--- config.mk ---
export PLATFORM = sky130hd
export DESIGN_NAME = addressed_reply_frame_parser
export DESIGN_NICKNAME = d
export VERILOG_FILES = /design/src/rtl/arfp_pkg.sv /design/src/rtl/addressed_reply_frame_parser.sv /design/src/rtl/arfp_core.sv
export SDC_FILE = /design/constraint.sdc
export NUM_CORES = 1
export LEC_CHECK = 0
export BUFFER_PORTS_ARGS = -buffer_cell sky130_fd_sc_hd__buf_2
export CAP_MARGIN = 30
export CORE_ASPECT_RATIO = 0.75
export CORE_UTILIZATION = 40
export DETAILED_ROUTE_END_ITERATION = 10
export HOLD_SLACK_MARGIN = 0.1
export PLACE_DENSITY = 0.72
export SYNTH_ARGS = -nofsm -noshare
export SYNTH_HDL_FRONTEND = slang
export SYNTH_SLANG_ARGS = --single-unit
--- constraint.sdc ---
create_clock -name clk -period 7.52 [get_ports clk]
set_input_delay 0.752 -clock clk [delete_from_list [all_inputs] [get_ports clk]]
set_output_delay 0.752 -clock clk [all_outputs]
set_load 0.005 [all_outputs]
--- src/rtl/arfp_pkg.sv ---
`timescale 1ns / 1ps

package arfp_pkg;

    localparam int DEF_READINGS_PER_FRAME = 4;
    localparam int OUT_READINGS           = 4;
    localparam logic [15:0] CONVERTER_LIMIT = 16'd1023;

    typedef logic [7:0]  byte_t;
    typedef logic [15:0] reading_t;

    typedef enum logic
    {
        ACT_BYTE    = 1'b0,
        ACT_RESTART = 1'b1
    } action_t;

    typedef struct packed
    {
        action_t action;
        byte_t   rx_byte;
    } arfp_item_t;

    typedef struct packed
    {
        reading_t reading_a;
        reading_t reading_b;
        reading_t reading_c;
        reading_t reading_d;
        logic     frame_valid;
    } arfp_result_t;

endpackage

--- src/rtl/addressed_reply_frame_parser.sv ---
`timescale 1ns / 1ps

// Reply frame parser for a received serial byte stream.
// Item channel (item_valid / item_stall / item): one item per byte, either a
// received byte or a restart that drops a partial frame.
// Result channel (reading_valid / reading_stall / readings): one item per
// complete frame, carrying four 16-bit readings and frame_valid.
// Config channel (cfg_valid / cfg_ready / cfg_data): writes device_address;
// cfg_ready is always high. Write it only while the block is idle.
// An item taken lands in the input register; its result, if any, is loaded
// from there into the result register once the result side can take it.
// Throughput: one item per cycle while item_stall is low, set by the single
// pass of compare and assembly logic between the input and result registers.
// Reset clears the address, the hunt state and both valid flags; no
// clearing pass is needed.
// When the receiver stalls, the result register holds; byte items that do
// not complete a frame keep flowing, and item_stall rises only when the
// input register holds a frame-completing byte and the result is still full.

module addressed_reply_frame_parser
    import arfp_pkg::*;
#(
    parameter int READINGS_PER_FRAME = DEF_READINGS_PER_FRAME
)
(
    input  logic         clk,
    input  logic         rst_n,
    input  logic         item_valid,
    output logic         item_stall,
    input  arfp_item_t   item,
    output logic         reading_valid,
    input  logic         reading_stall,
    output arfp_result_t readings,
    input  logic         cfg_valid,
    output logic         cfg_ready,
    input  logic [15:0]  cfg_data
);

    logic         s1_valid_reg;
    logic         s1_valid_next;
    arfp_item_t   s1_item_reg;
    logic         out_valid_reg;
    logic         out_valid_next;
    arfp_result_t out_data_reg;
    logic [15:0]  device_address_reg;
    logic         fire;
    logic         emit;
    logic         accept;
    arfp_result_t result;

    arfp_core #(
        .READINGS_PER_FRAME (READINGS_PER_FRAME)
    ) u_core (
        .clk            (clk),
        .rst_n          (rst_n),
        .fire           (fire),
        .item           (s1_item_reg),
        .device_address (device_address_reg),
        .emit           (emit),
        .result         (result)
    );

    assign cfg_ready     = 1'b1;
    assign fire          = s1_valid_reg && (!emit || !out_valid_reg || !reading_stall);
    assign item_stall    = s1_valid_reg && !fire;
    assign accept        = item_valid && !item_stall;
    assign s1_valid_next = accept || (s1_valid_reg && !fire);
    assign out_valid_next = (fire && emit) || (out_valid_reg && reading_stall);
    assign reading_valid = out_valid_reg;
    assign readings      = out_data_reg;

    always_ff @(posedge clk or negedge rst_n)
    begin
        if (!rst_n)
        begin
            s1_valid_reg       <= 1'b0;
            out_valid_reg      <= 1'b0;
            device_address_reg <= '0;
        end
        else
        begin
            s1_valid_reg  <= s1_valid_next;
            out_valid_reg <= out_valid_next;
            if (cfg_valid && cfg_ready)
            begin
                device_address_reg <= cfg_data;
            end
        end
    end

    always_ff @(posedge clk)
    begin
        if (accept)
        begin
            s1_item_reg <= item;
        end
        if (fire && emit)
        begin
            out_data_reg <= result;
        end
    end

endmodule

--- src/rtl/arfp_core.sv ---
`timescale 1ns / 1ps

module arfp_core
    import arfp_pkg::*;
#(
    parameter int READINGS_PER_FRAME = DEF_READINGS_PER_FRAME
)
(
    input  logic         clk,
    input  logic         rst_n,
    input  logic         fire,
    input  arfp_item_t   item,
    input  logic [15:0]  device_address,
    output logic         emit,
    output arfp_result_t result
);

    localparam int PAYLOAD_BYTES = 2 * READINGS_PER_FRAME;
    localparam int CW            = $clog2(PAYLOAD_BYTES);
    localparam logic [CW-1:0] LAST_INDEX = CW'(PAYLOAD_BYTES - 1);

    byte_t         previous_byte_reg;
    byte_t         previous_byte_next;
    logic          collecting_reg;
    logic          collecting_next;
    logic [CW-1:0] payload_count_reg;
    logic [CW-1:0] payload_count_next;
    byte_t         payload_store_reg [PAYLOAD_BYTES];

    byte_t         view [PAYLOAD_BYTES];
    reading_t      rd [OUT_READINGS];
    logic [READINGS_PER_FRAME-1:0] in_limit;
    logic          is_byte;
    logic          last;

    assign is_byte = (item.action == ACT_BYTE);
    assign last    = (payload_count_reg == LAST_INDEX);
    assign emit    = is_byte && collecting_reg && last;

    always_comb
    begin
        previous_byte_next = previous_byte_reg;
        collecting_next    = collecting_reg;
        payload_count_next = payload_count_reg;
        if (fire)
        begin
            if (!is_byte)
            begin
                previous_byte_next = '0;
                collecting_next    = 1'b0;
                payload_count_next = '0;
            end
            else if (!collecting_reg)
            begin
                if ({previous_byte_reg, item.rx_byte} == device_address)
                begin
                    collecting_next    = 1'b1;
                    payload_count_next = '0;
                end
                else
                begin
                    previous_byte_next = item.rx_byte;
                end
            end
            else if (last)
            begin
                previous_byte_next = '0;
                collecting_next    = 1'b0;
                payload_count_next = '0;
            end
            else
            begin
                payload_count_next = payload_count_reg + 1'b1;
            end
        end
    end

    always_ff @(posedge clk or negedge rst_n)
    begin
        if (!rst_n)
        begin
            previous_byte_reg <= '0;
            collecting_reg    <= 1'b0;
            payload_count_reg <= '0;
        end
        else
        begin
            previous_byte_reg <= previous_byte_next;
            collecting_reg    <= collecting_next;
            payload_count_reg <= payload_count_next;
        end
    end

    always_ff @(posedge clk)
    begin
        if (fire && is_byte && collecting_reg)
        begin
            payload_store_reg[payload_count_reg] <= item.rx_byte;
        end
    end

    // last payload byte comes straight from the item
    always_comb
    begin
        for (int i = 0; i < PAYLOAD_BYTES; i++)
        begin
            view[i] = payload_store_reg[i];
        end
        view[PAYLOAD_BYTES-1] = item.rx_byte;
    end

    for (genvar k = 0; k < READINGS_PER_FRAME; k++)
    begin : g_limit
        assign in_limit[k] = ({view[2*k], view[2*k+1]} <= CONVERTER_LIMIT);
    end

    for (genvar k = 0; k < OUT_READINGS; k++)
    begin : g_read
        if (k < READINGS_PER_FRAME)
        begin : g_used
            assign rd[k] = {view[2*k], view[2*k+1]};
        end
        else
        begin : g_zero
            assign rd[k] = '0;
        end
    end

    assign result.reading_a   = rd[0];
    assign result.reading_b   = rd[1];
    assign result.reading_c   = rd[2];
    assign result.reading_d   = rd[3];
    assign result.frame_valid = &in_limit;

endmodule

### After elaboration in Yosys (flattened, before gate mapping)

Memories as Yosys holds them, arrays and structs flattened.
Index checks and enable logic that the tools add are counted.

* memories kept: 1
* bits in registers: 104
* word-level logic and storage cells: 60
* bits in writable memories: 64

* add/sub/neg operators: 1
* reductions and logical operators: 22
* mux-type cells: 14
* order comparisons: 4
* bitwise gates (word level): 1
* equality and inequality tests: 4

Memory list
* u_core.payload_store_reg: words 8, bits a word 8, rd ports 7, clocked after Yosys merged registers in 0, write ports 1, RTL line arfp_core.sv:28 `byte_t payload_store_reg [PAYLOAD_BYTES];`

Operators by type and width (count)
* $le 16x10->1 const B: 4
* $mux 8: 4
* $eq 16x16->1: 1
* $mux 3: 4
* $logic_and 1x1->1: 9
* $mux 1: 6
* $logic_not 1->1: 5
* $logic_or 1x1->1: 4
* $reduce_and 4->1: 1
* $add 3x1->3 const B: 1
* $eq 3x3->1 const B: 1
* $ne 3x2->1 const B: 1
* $ne 3x3->1 const B: 1
* $reduce_and 3->1: 1
* $reduce_bool 3->1: 1
* $reduce_and 2->1: 1
* $not 1->1: 1

### Depth between registers and ports, before layout

* word-level depth: 12
* depth in mapped cells: 7

### By module

From an unflattened synthesis, not the netlist that was laid out.

* cell total of the unflattened synthesis: 266
* area total of the unflattened synthesis: 5536.6 sq um

Modules (own cells, without submodules)
* addressed_reply_frame_parser: cells an instance 122, area an instance 2981.6 sq um, instances 1
* arfp_core: cells an instance 144, area an instance 2555.0 sq um, instances 1

### Worst setup path after synthesis

No wires, ideal clock.

* kind: reg2reg
* start point: register u_core.payload_count_reg[0]
* end point: register out_data_reg (netlist bit readings[0]), enable pin
* stages on the path, launching flop included: 8
* buffers on the path: 0
* arrival time: 2.670 ns
* path slack: 4.431 ns
* required time: 7.101 ns
* clock period less this slack: 3.089 ns
* path through: dfrtp_1 ha_1 ha_1 nand3_1 o21ai_0 nor2_1 nand2_1 inv_1

* word-level cells in the longest chain between the ends: 7

RTL lines
* start: declaration: RTL line arfp_core.sv:26 `logic [CW-1:0] payload_count_reg;`
* start signal: assignment: RTL line arfp_core.sv:90 `payload_count_reg <= payload_count_next;`
* $eq 3x3->1 *: RTL line arfp_core.sv:37 `assign last = (payload_count_reg == LAST_INDEX);`
* $logic_and 1x1->1 *: RTL line arfp_core.sv:38 `assign emit = is_byte && collecting_reg && last;`
* $logic_not 1->1: RTL line addressed_reply_frame_parser.sv:64 `assign fire = s1_valid_reg && (!emit || !out_valid_reg || !reading_stall);`
* $logic_or 1x1->1 (2 in a row): RTL line addressed_reply_frame_parser.sv:64
* $logic_and 1x1->1: RTL line addressed_reply_frame_parser.sv:64
* $logic_and 1x1->1 *: RTL line addressed_reply_frame_parser.sv:97 `if (fire && emit)`
* end signal: assignment: RTL line addressed_reply_frame_parser.sv:99 `out_data_reg <= result;`
* end: declaration: RTL line addressed_reply_frame_parser.sv:44 `arfp_result_t out_data_reg;`

Mark *: on every way between the ends. The rest lies on a longest branch, timed or not.
A chain may end at the register's enable or synchronous reset.

### Worst setup path in the final report

* start point: register u_core.payload_count_reg[0]
* end point: register out_data_reg (netlist bit readings[13]), enable pin

Same word-level chain as after synthesis.

==> impl_metrics.env <==
export IMPL_coreArea_um2=13100
export IMPL_rrSetupSlack_ns=4.59
export IMPL_finalHoldViolCount=0
export IMPL_skew_ns=0.00828
export IMPL_grt_max_degree=43
export IMPL_synth_seq_area_share=0.861
export IMPL_maxClockFrequency_mhz=341
export IMPL_clockBufferDepth=2
export IMPL_fin_nets=407
export IMPL_rr_worst_depth=8
export IMPL_post_cts_resized=0
export IMPL_die_height_um=103
export IMPL_die_x_um=136
export IMPL_synth_distinct_cells=29
export IMPL_gp_congestion=0.737
export IMPL_synth_edf_count=130
export IMPL_fin_crit_sh=0.390
export IMPL_dr_first_iter_drc_count=151
export IMPL_ant_nets=0
export IMPL_cts_root_buf="clkbuf_16"
export IMPL_crit_required_ns=7.57
export IMPL_slew_headroom=0.516
export IMPL_grt_pass1_vias=2541
export IMPL_ys_flop_type="edfxtp_1"
export IMPL_end_kind="flop"
export IMPL_worstReg2RegStart="u_core.payload_count_reg[0]"
export IMPL_power_density_nw_per_um2=279
export IMPL_vias=2642
export IMPL_hpwl_um=6470
export IMPL_final_area_um2=6700
export IMPL_synth_top_area_frac=0.722
export IMPL_placementRows=36
export IMPL_cts_buffers=17
export IMPL_h_tree_depth=4
export IMPL_cts_tree="done"
export IMPL_dr_pass1_iters=4
export IMPL_tightestPinTransition_ns=0.724
export IMPL_drive_gt1_frac=0.415
export IMPL_clock_latency_ns=0.41
export IMPL_ys_ff_latch=160
export IMPL_placed_area_um2=6100
export IMPL_syn_area_um2=5410
export IMPL_diodes=0
export IMPL_setup_viol=0
export IMPL_syn_inst=257
export IMPL_grt_total_usage=0.148
export IMPL_drc=0
export IMPL_nFillCells=1065
export IMPL_synth_common_cells="edfxtp_1 (130), dfrtp_1 (30), mux2_2 (16), xnor2_1 (16)"
export IMPL_cts_hold_buf=0
export IMPL_io_pins=98
export IMPL_finalSetupTns_ns=0
export IMPL_combPwrFrac=0.026
export IMPL_largest_reg_flops=65
export IMPL_post_cts_buffers=0
export IMPL_syn_nets=289
export IMPL_yosysTopAreaCell="edfxtp_1"
export IMPL_clkPwrFrac=0.440
export IMPL_cts_sinks=160
export IMPL_io_buffers=96
export IMPL_wire_per_inst_um=17.3
export IMPL_intPower_uw=1470
export IMPL_yosys_warnings=0
export IMPL_initial_core_util=0.412
export IMPL_r2r_end="readings[13]"
export IMPL_slew_viol_final=0
export IMPL_min_period_ns=2.93
export IMPL_maxCapViolations=0
export IMPL_globalRouteOverflowTotal=0
export IMPL_hold_path_class="in -> async"
export IMPL_start_kind="flop"
export IMPL_ir_drop_uv=161
export IMPL_synth_most_common_cell="edfxtp_1"
export IMPL_outcome="complete, no violations"
export IMPL_synthArstFlopShare=0.188
export IMPL_viasPerCell=4.73
export IMPL_antenna_found_initial=0
export IMPL_p_leak_uw=0.00249
export IMPL_avgSynthCellArea_um2=21.0
export IMPL_rsz0062_at_grt="false"
export IMPL_worstSetupPathType="reg -> reg"
export IMPL_clkTransAtPathRegs_ns=0.06
export IMPL_arrival_ns=2.98
export IMPL_drt_wl_total_um=9650
export IMPL_crit_fanout=42
export IMPL_grt_first_pass_wirelength_um=14300
export IMPL_area_delta_synth_final_pct=23.9
export IMPL_p_seq_frac=0.534
export IMPL_p_switching_uw=402
export IMPL_sw_frac_of_total=0.215
export IMPL_netlist_top_cells_area="edfxtp_1 (72%), dfrtp_1 (14%), mux2_2 (3.3%)"
export IMPL_dieArea_um2=14000
-- area by class of cell --
type                    count  area (um^2)  share of cell area
clock inverters            15          151              0.0226
flip-flops and latches    160         4650               0.695
well taps                 171          214              0.0320
repair buffers            102          515              0.0770
clock buffers              17          425              0.0635
multi-input cells          92          728               0.109
inverters                   2         7.51             0.00112
-- kinds of logic (layout without fill, tap and decap cells) --
group | Yosys count | in the layout | share of synthesized area
AO/OA/AOI/OAI | 17 | 17 | 0.0275
multiplexers | 16 | 16 | 0.0333
AND/OR/NAND/NOR | 40 | 40 | 0.0426
buffers and inverters | 5 | 136 | 0.00440
XOR/XNOR | 16 | 16 | 0.0259
adder cells (fa/ha/maj) | 2 | 2 | 0.00463
other | 1 | 1 | 0.000694
flip-flops | 160 | 160 | 0.861
-- power groups by stage --
stage	sequential [uW]	clock, uW	combinational (uW)
2_1_floorplan	1010	0	35.2
3_3_place_gp	1020	0	47.7
3_5_place_dp	1020	0	49.6
4_1_cts	1000	834	49.9
5_1_grt	1000	874	54.9
6_report	999	823	49.2
-- cells in the final DEF, fill, tap and decap left out, types with 2 or more instances in the layout --
cell,synthesis,routed
buf_4,1,2
edfxtp_1,130,130
mux2_2,16,16
clkbuf_16,0,17
nor2_1,6,6
ha_1,2,2
nand2b_1,3,3
a22o_2,3,3
or2_2,3,3
nand4_1,5,5
clkinvlp_4,0,4
nand2_1,6,6
xnor2_1,16,16
inv_8,0,5
inv_6,0,2
dfrtp_1,30,30
buf_2,1,99
nor3_1,6,6
a21oi_1,2,2
nor4_1,7,7
a22o_1,7,7
-- metal layers --
metal,vias up,track usage,share of wire
met5,-,0,0
met4,0,0.0504,0.011
met3,8,0.0585,0.074
met2,105,0.201,0.42
met1,1291,0.215,0.50
li1,1238,-,-
-- critical path, cell delays in order (launching register included) --
cell	delay (ns)
dfrtp_1	0.46
ha_1	0.24
ha_1	0.25
nand3_1	0.11
o21ai_0	0.17
nor2_1	0.25
nand2_1	0.15
inv_2	0.39
buf_4	0.52
-- through the flow --
step	util	total power [uW]	setup WS, ns	hold WS, ns	cells
CTS	0.510	1880	4.59	0.373	556
global placement	0.465	1070	4.69	0.401	523
finish	0.511	1870	4.59	0.370	559
global route	0.511	1930	4.31	0.404	559
detailed placement	0.466	1070	4.59	0.407	524
floorplan	-	1040	4.43	0.400	257
-- worst max-delay path by stage --
| stage | from | endpoint |
|---|---|---|
| final | u_core.payload_count_reg[0] | readings[13] |
| after global routing | u_core.payload_count_reg[0] | readings[50] |
| after CTS | u_core.payload_count_reg[0] | readings[9] |
| after detailed placement | u_core.payload_count_reg[0] | readings[39] |
| after global placement | u_core.payload_count_reg[0] | readings[33] |
| after floorplan | u_core.payload_count_reg[0] | readings[0] |
No activity file was read; power rests on OpenSTA's default activity.
